File: config.mk
export PLATFORM = sky130hd
export DESIGN_NAME = bwl_ctrl
export DESIGN_NICKNAME = d
export VERILOG_FILES = /design/src/hdl/bwl_pkg.sv /design/src/hdl/bwl_ctrl.sv
export SDC_FILE = /design/constraint.sdc
export NUM_CORES = 1
export LEC_CHECK = 0
export BUFFER_PORTS_ARGS = -buffer_cell sky130_fd_sc_hd__buf_4
export CELL_PAD_IN_SITES_DETAIL_PLACEMENT = 0
export CELL_PAD_IN_SITES_GLOBAL_PLACEMENT = 1
export CORE_MARGIN = 2
export CORE_UTILIZATION = 34
export CTS_BUF_LIST = sky130_fd_sc_hd__clkbuf_4
export DETAILED_ROUTE_END_ITERATION = 6
export PLACE_DENSITY_LB_ADDON = 0.2
export SYNTH_ARGS = -nofsm -noshare
export SYNTH_HDL_FRONTEND = slang
export SYNTH_SLANG_ARGS = --single-unit
File: constraint.sdc
create_clock -name aclk -period 3.58 [get_ports aclk]
set_input_delay 0.537 -clock aclk [delete_from_list [all_inputs] [get_ports aclk]]
set_output_delay 0.537 -clock aclk [all_outputs]
set_load 0.03 [all_outputs]
File: src/hdl/bwl_pkg.sv
// ----------------------------------------------------------------------------
// bwl_pkg
// Shared widths, constants, state encoding and the command/status bundles
// between the bandwidth limiter's controller and datapath.
// ----------------------------------------------------------------------------
package bwl_pkg;

    localparam int SLOT_COUNT_DEF = 16;

    localparam int NOW_W    = 48;
    localparam int BYTES_W  = 31;
    localparam int SLEEP_W  = 32;
    localparam int WTIME_W  = 40;
    localparam int WBYTES_W = 48;
    localparam int WSLEEP_W = 40;
    localparam int CREDIT_W = 64;
    localparam int CFG_W    = 32;

    localparam logic [19:0]      ONE_SECOND_US = 20'd1000000;
    localparam logic [6:0]       MIN_GAP_US    = 7'd100;
    localparam logic [6:0]       MIN_SLEEP_US  = 7'd100;
    localparam logic [CFG_W-1:0] BACKLOG_RESET = 32'd10000000;

    localparam logic [6:0] DIV_STEPS_SLEEP = 7'd32;

    // one second split as 2^6 * 15625; the odd part is removed a 16-bit digit
    // at a time by multiplying with its reciprocal scaled by 2^44
    localparam logic [13:0] ONE_SECOND_ODD   = 14'd15625;
    localparam logic [31:0] ONE_SECOND_RECIP = 32'd1125899907;
    localparam logic [3:0]  EARN_STEPS       = 4'd8;

    // register index, taken from paddr[2]
    localparam logic REG_RATE_LIMIT    = 1'b0;
    localparam logic REG_BACKLOG_LIMIT = 1'b1;

    typedef enum logic [4:0] {
        ST_IDLE,
        ST_CHECK,
        ST_RESYNC,
        ST_DEBIT,
        ST_MUL_EARN,
        ST_EARN_GO,
        ST_EARN_WAIT,
        ST_ADD_EARN,
        ST_CMP_CAP,
        ST_MUL_DLO,
        ST_MUL_DHI,
        ST_DSUM,
        ST_SLEEP_GO,
        ST_SLEEP_WAIT,
        ST_SLEEP_SET,
        ST_PUSH_ACC,
        ST_PUSH_ROT,
        ST_DONE
    } state_t;

    typedef enum logic [1:0] {
        MUL_GAP_RATE,
        MUL_CAP,
        MUL_DEF_LO,
        MUL_DEF_HI
    } mul_sel_t;

    typedef enum logic {
        DIV_EARN,
        DIV_SLEEP
    } div_mode_t;

    typedef struct packed {
        logic      in_load;
        logic      gap_load;
        logic      resync;
        logic      debit;
        logic      mul_en;
        mul_sel_t  mul_sel;
        logic      div_start;
        div_mode_t div_mode;
        logic      add_earn;
        logic      cap_load;
        logic      deficit_load;
        logic      dlo_save;
        logic      dsum;
        logic      sleep_set;
        logic      push_acc;
        logic      slot_rotate;
        logic      out_load;
    } cmd_t;

    typedef struct packed {
        logic idle_evt;
        logic resync_need;
        logic gap_short;
        logic cap_over;
        logic credit_neg;
        logic div_busy;
        logic acc_over;
    } status_t;

endpackage

File: src/hdl/bwl_ctrl.sv
// ----------------------------------------------------------------------------
// bwl_ctrl
// Controller: sequences one transfer event through check, credit update,
// earn and sleep divisions, window update and result hand-off.
// ----------------------------------------------------------------------------
module bwl_ctrl
    import bwl_pkg::*;
(
    input  logic    aclk,
    input  logic    aresetn,
    input  logic    s_valid,
    output logic    s_ready,
    output logic    m_valid,
    input  logic    m_ready,
    input  status_t status,
    output cmd_t    cmd
);

    state_t state_reg, state_next;
    logic   m_valid_reg, m_valid_next;
    logic   out_free;

    assign out_free = !m_valid_reg || m_ready;

    // next state
    always_comb begin
        state_next = state_reg;
        unique case (state_reg)
            ST_IDLE: begin
                if (s_valid) begin
                    state_next = ST_CHECK;
                end
            end
            ST_CHECK: begin
                priority if (status.idle_evt) begin
                    state_next = ST_DONE;
                end else if (status.resync_need) begin
                    state_next = ST_RESYNC;
                end else begin
                    state_next = ST_DEBIT;
                end
            end
            ST_RESYNC:   state_next = ST_DONE;
            ST_DEBIT: begin
                state_next = status.gap_short ? ST_PUSH_ACC : ST_MUL_EARN;
            end
            ST_MUL_EARN: state_next = ST_EARN_GO;
            ST_EARN_GO:  state_next = ST_EARN_WAIT;
            ST_EARN_WAIT: begin
                if (!status.div_busy) begin
                    state_next = ST_ADD_EARN;
                end
            end
            ST_ADD_EARN: state_next = ST_CMP_CAP;
            ST_CMP_CAP: begin
                priority if (status.cap_over) begin
                    state_next = ST_PUSH_ACC;
                end else if (status.credit_neg) begin
                    state_next = ST_MUL_DLO;
                end else begin
                    state_next = ST_DONE;
                end
            end
            ST_MUL_DLO:  state_next = ST_MUL_DHI;
            ST_MUL_DHI:  state_next = ST_DSUM;
            ST_DSUM:     state_next = ST_SLEEP_GO;
            ST_SLEEP_GO: state_next = ST_SLEEP_WAIT;
            ST_SLEEP_WAIT: begin
                if (!status.div_busy) begin
                    state_next = ST_SLEEP_SET;
                end
            end
            ST_SLEEP_SET: state_next = ST_PUSH_ACC;
            ST_PUSH_ACC:  state_next = ST_PUSH_ROT;
            ST_PUSH_ROT:  state_next = ST_DONE;
            ST_DONE: begin
                if (out_free) begin
                    state_next = ST_IDLE;
                end
            end
            default: state_next = ST_IDLE;
        endcase
    end

    // outputs
    always_comb begin
        cmd          = '0;
        cmd.mul_sel  = MUL_GAP_RATE;
        cmd.div_mode = DIV_EARN;
        s_ready      = 1'b0;
        unique case (state_reg)
            ST_IDLE: begin
                s_ready     = 1'b1;
                cmd.in_load = s_valid;
            end
            ST_CHECK:  cmd.gap_load = 1'b1;
            ST_RESYNC: cmd.resync = 1'b1;
            ST_DEBIT:  cmd.debit = 1'b1;
            ST_MUL_EARN: begin
                cmd.mul_en  = 1'b1;
                cmd.mul_sel = MUL_GAP_RATE;
            end
            ST_EARN_GO: begin
                cmd.div_start = 1'b1;
                cmd.div_mode  = DIV_EARN;
            end
            ST_EARN_WAIT: cmd.div_mode = DIV_EARN;
            ST_ADD_EARN: begin
                cmd.add_earn = 1'b1;
                cmd.mul_en   = 1'b1;
                cmd.mul_sel  = MUL_CAP;
            end
            ST_CMP_CAP: begin
                cmd.cap_load     = status.cap_over;
                cmd.deficit_load = 1'b1;
            end
            ST_MUL_DLO: begin
                cmd.mul_en  = 1'b1;
                cmd.mul_sel = MUL_DEF_LO;
            end
            ST_MUL_DHI: begin
                cmd.mul_en   = 1'b1;
                cmd.mul_sel  = MUL_DEF_HI;
                cmd.dlo_save = 1'b1;
            end
            ST_DSUM: cmd.dsum = 1'b1;
            ST_SLEEP_GO: begin
                cmd.div_start = 1'b1;
                cmd.div_mode  = DIV_SLEEP;
            end
            ST_SLEEP_WAIT: cmd.div_mode = DIV_SLEEP;
            ST_SLEEP_SET: begin
                cmd.sleep_set = 1'b1;
                cmd.div_mode  = DIV_SLEEP;
            end
            ST_PUSH_ACC: cmd.push_acc = 1'b1;
            ST_PUSH_ROT: cmd.slot_rotate = status.acc_over;
            ST_DONE:     cmd.out_load = out_free;
            default: begin
                cmd = '0;
            end
        endcase
    end

    // result valid: set on load, clear once the transfer completes
    always_comb begin
        m_valid_next = m_valid_reg;
        if (cmd.out_load) begin
            m_valid_next = 1'b1;
        end else if (m_ready) begin
            m_valid_next = 1'b0;
        end
    end

    always_ff @(posedge aclk) begin
        if (!aresetn) begin
            state_reg   <= ST_IDLE;
            m_valid_reg <= 1'b0;
        end else begin
            state_reg   <= state_next;
            m_valid_reg <= m_valid_next;
        end
    end

    assign m_valid = m_valid_reg;

endmodule

# Word-level counts from Yosys, hierarchy flattened
# Index checks and enable logic that the tools add are counted.
[totals]
regBits = 6
latchBits = 0
ramBits = 0
rom_bits = 0
wordCells = 59
memories = 0
[classes]
add_sub_neg = 0
multipliers = 0
n_div = 0
magnitude_cmp = 0
eq_ne = 21
shift = 0
muxes = 28
bitwise_logic = 0
reduce_logical = 8
[ops]
columns = ["op", "n"]
rows = [
  ["5-bit one-hot mux with 17 select lines", 1],
  ["5-bit by 4-bit == test with 1-bit output (second input constant)", 8],
  ["5-bit two-way mux", 7],
  ["5-bit by 3-bit == test with 1-bit output (second input constant)", 4],
  ["1-bit two-way mux", 17],
  ["3-bit one-hot mux with 4 select lines", 1],
  ["5-bit by 2-bit == test with 1-bit output (second input constant)", 2],
  ["5-bit == test (second input constant)", 2],
  ["2-bit inequality test (second input constant)", 4],
  ["5-bit by 1-bit == test with 1-bit output (second input constant)", 1],
  ["5-bit logical NOT", 1],
  ["4-bit two-way mux", 1],
  ["4-bit AND reduction", 1],
  ["2-bit OR reduction", 2],
  ["3-bit OR reduction", 1],
  ["2-bit two-way mux", 1],
  ["2-bit nonzero test", 1],
  ["1-bit logical NOT", 1],
  ["1-bit logical OR", 1],
]

# Logic depth before layout (Yosys ltp)
[depth]
word_depth = 4
depth_mapped = 6
depth_no_buf = 4

# Worst setup path before layout
# OpenSTA, ideal clock, no wires.
[synth_timing]
path_type = "reg-to-output"
from = "reg state_reg[2]"
to = "out cmd[11] in the netlist's numbering"
t_arrival_ns = 1.806
required_time_ns = 3.043
path_slack_ns = 1.237
path_stages_with_launch = 5
n_path_buf = 1
path_cell_list = "dfxtp_1 > clkbuf_1 > nand2_1 > nor3_1 > or2_1"
[synth_lines]
columns = ["item", "line_no", "source"]
rows = [
  ["start: declaration", "bwl_ctrl.sv:19", "state_t state_reg, state_next;"],
  ["start signal: assignment", "bwl_ctrl.sv:160", "state_reg <= state_next;"],
  ["end: declaration", "bwl_ctrl.sv:16", "output cmd_t cmd"],
]

==> results.tsv <==
stage	metric	value	unit
synthesis	Avg Inst Size Synth	6.70	um2
clock_network	Post-CTS Setup Inserts	0	
timing	crit path time final	2.34	ns
power_and_ir_drop	Worst IR Drop VDD	0.000288	V
synthesis	Top FF cell, synth	dfxtp_1	
floorplanning	core area	1760	um2
route	Antenna Violating Nets Remaining	0	
global_route	total track usage	0.161	
power_and_ir_drop	PD cells	424	nW/um2
synthesis	Post-synth EDFFs	0	
global_route	vias in the first global route	595	
timing	fmax	0.427	GHz
route	Detailed Route Iter0 Violations	14	
final_layout	Layout Nets	136	
clock_network	Max Buffers Root-to-Sink	2	
worst_setup_path	Crit Path Max Fanout	19	
clock_network	CTS Buf Count	3	
worst_setup_path	CP startpoint kind	flop	
synthesis	Synth area leader	dfxtp_1	
worst_setup_path	WS Path Type	reg -> out	
placement	IO Port Bufs	30	
timing	unrepaired setup endpoints after global routing	false	
global_route	first-pass GRT wire length	2630	um
floorplanning	Die W	48.0	um
worst_setup_path	arrival time worst endpoint	1.80	ns
floorplanning	Die Footprint	2300	um2
final_layout	FILL cells	206	
final_layout	sequential cell area	120	um2
timing	final hold violations	0	
worst_setup_path	Critical Path RT	3.04	ns
synthesis	Mapped Area	657	um2
synthesis	synthesized instance count	98	
timing	Final setup viols	0	
global_route	GR Overflow Total	0	
synthesis	Ys Warns	0	
route	Avg WL per Cell	11.9	um
synthesis	simple-gate share of the synthesized area	0.480	
final_layout	most common cell after layout, fill and taps aside	buf_4	
route	Routed WL	1760	um
timing	total negative slack	0	ns
worst_setup_path	Worst setup EP type	output pin	
clock_network	Clk Latency, worst-skew pair	0.25	ns
synthesis	largest family of logic cells by synthesized area	simple AND/OR/NAND/NOR gates	
final_layout	commonest cells after routing, fill and taps aside	30 x buf_4, 14 x nor2_1, 6 x nand2_1, 6 x dfxtp_1	
clock_network	clock root buffer	clkbuf_4	
floorplanning	Initial Util	0.372	
clock_network	htree depth	1	
timing	clock skew	0.0104	ns
min_path	Hold/Removal Path Class	in -> reg	
floorplanning	FP Rows	15	
clock_network	# hold bufs at CTS	0	
clock_network	CTS tree	done	
global_route	initial antenna violation count	0	
synthesis	xor/xnor share of the synthesized area	0.0267	
synthesis	Synth area leaders	dfxtp_1 18%, nor2_1 8.0%, and3_1 4.8%, nor2b_1 4.8%, and3b_1 4.0%	
route	residual DRC count	0	
clock_network	clock slew at reported path FFs	0.05	ns
synthesis	post-synth top area share	0.183	
placement	detailed-placement wirelength estimate	1330	um
final_layout	layout overhead on the synthesized area	35.8	%
timing	Slew Limit Fails	0	
final_layout	fin util	0.506	
final_layout	area of the multi-input gates	482	um2
final_layout	n_diodes	0	
final_layout	max reg flops	5	
final_layout	layout cell share with drive strength beyond 1	0.285	
synthesis	Async SR Flop Fraction	0	
synthesis	Netlist cell types	37	
synthesis	Yosys reg bits	6	
clock_network	cts repair resizes	0	
route	post-DR vias/cell	5.33	
synthesis	Post-Synth Adder-Cell Area	0	
clock_network	CTS sink cnt	6	
synthesis	post-synthesis sequential area ratio	0.183	
route	1st-pass router iterations	4	
synthesis	syn_nets	109	
timing	Worst-Margin Slew	0.581	ns
placement	RePlAce Congestion	0.789	
power_and_ir_drop	Pwr Total	379	uW
global_route	largest net degree at the start of global routing	20	
floorplanning	Die Ht	48.0	um
run_status	status	completed	
timing	Slew headroom	0.612	
floorplanning	IO Pins	31	
route	Via Count	789	
synthesis	proportion of synthesized area in mux cells	0	
run	Max-Cap Viols	0	
synthesis	Synth Area in Compound Gates	0.227	
power_and_ir_drop	LEAKAGE	0.402	nW
timing	Final Cycle Share	0.654	
-- worst paths after layout --
| path | end | start | cells past startpoint | slack, ns |
|---|---|---|---|---|
| setup / recovery | cmd[11] | state_reg[0]$_SDFFE_PN0P_ | 5 | 1.24 |
| hold / removal | state_reg[3]$_SDFFE_PN0P_ | aresetn | 2 | 0.54 |
| setup reg to reg | state_reg[0]$_SDFFE_PN0P_ | state_reg[3]$_SDFFE_PN0P_ | 4 | 1.81 |
| hold reg to reg | m_valid$_SDFFE_PN0P_ | m_valid$_SDFFE_PN0P_ | 3 | 0.70 |
-- critical path, stage by stage (launching register included) --
cell,delay [ns]
dfxtp_1,0.68
and2_1,0.30
nand2_1,0.07
nor3_1,0.22
or2_1,0.14
buf_4,0.15
-- kinds of logic after synthesis --
logic type      after synthesis
compound gates               22
xor+xnor                      2
buf+inv                      11
flops                         6
simple gates                 57
-- per-layer routing --
layer,track usage,share of wire,vias to the layer above
met5,0,0,-
met4,0.0162,0,0
met3,0.0340,0.035,0
met2,0.248,0.49,17
met1,0.238,0.47,368
li1,-,-,404
-- synthesized netlist by cell type (2+ instances only) --
| master | number |
|---|---|
| dfxtp_1 | 6 |
| o21ai_1 | 2 |
| a21oi_1 | 5 |
| or2_1 | 2 |
| and3b_1 | 3 |
| o31ai_1 | 3 |
| inv_1 | 2 |
| and2_1 | 2 |
| clkbuf_1 | 4 |
| nand4_1 | 2 |
| nor3_1 | 5 |
| nand2_1 | 6 |
| nand2b_1 | 4 |
| o21a_1 | 2 |
| o21ai_0 | 2 |
| nor2_1 | 14 |
| xnor2_1 | 2 |
| nand3_1 | 3 |
| nor2b_1 | 5 |
| a31oi_1 | 2 |
| and3_1 | 5 |
| buf_2 | 2 |
-- cell type report --
cell class                      instances  area share
Clock buffer                            3      0.0252
Inverter                                3      0.0126
Multi-Input combinational cell         81       0.540
Sequential cell                         6       0.135
Tap cell                               25      0.0351
Timing Repair Buffer                   30       0.252
-- metrics by stage --
stage / hold slack [ns] / cells / cell area [um2] / worst slack, ns
after CTS: 0.541 / 148 / 892 / 1.23
after detailed placement: 0.700 / 145 / 870 / 1.49
after floorplan: 0.645 / 98 / 657 / 1.24
final: 0.544 / 148 / 892 / 1.24
after global placement: 0.693 / 145 / 870 / 1.51
after global routing: 0.548 / 148 / 892 / 1.11
-- report_power, final --
part,internal [mW],switching (mW)
registers,0.0770,0.0385
logic,0.0870,0.113
clock network,0.0380,0.0254
total,0.202,0.177
No activity file was read; power rests on OpenSTA's default activity.
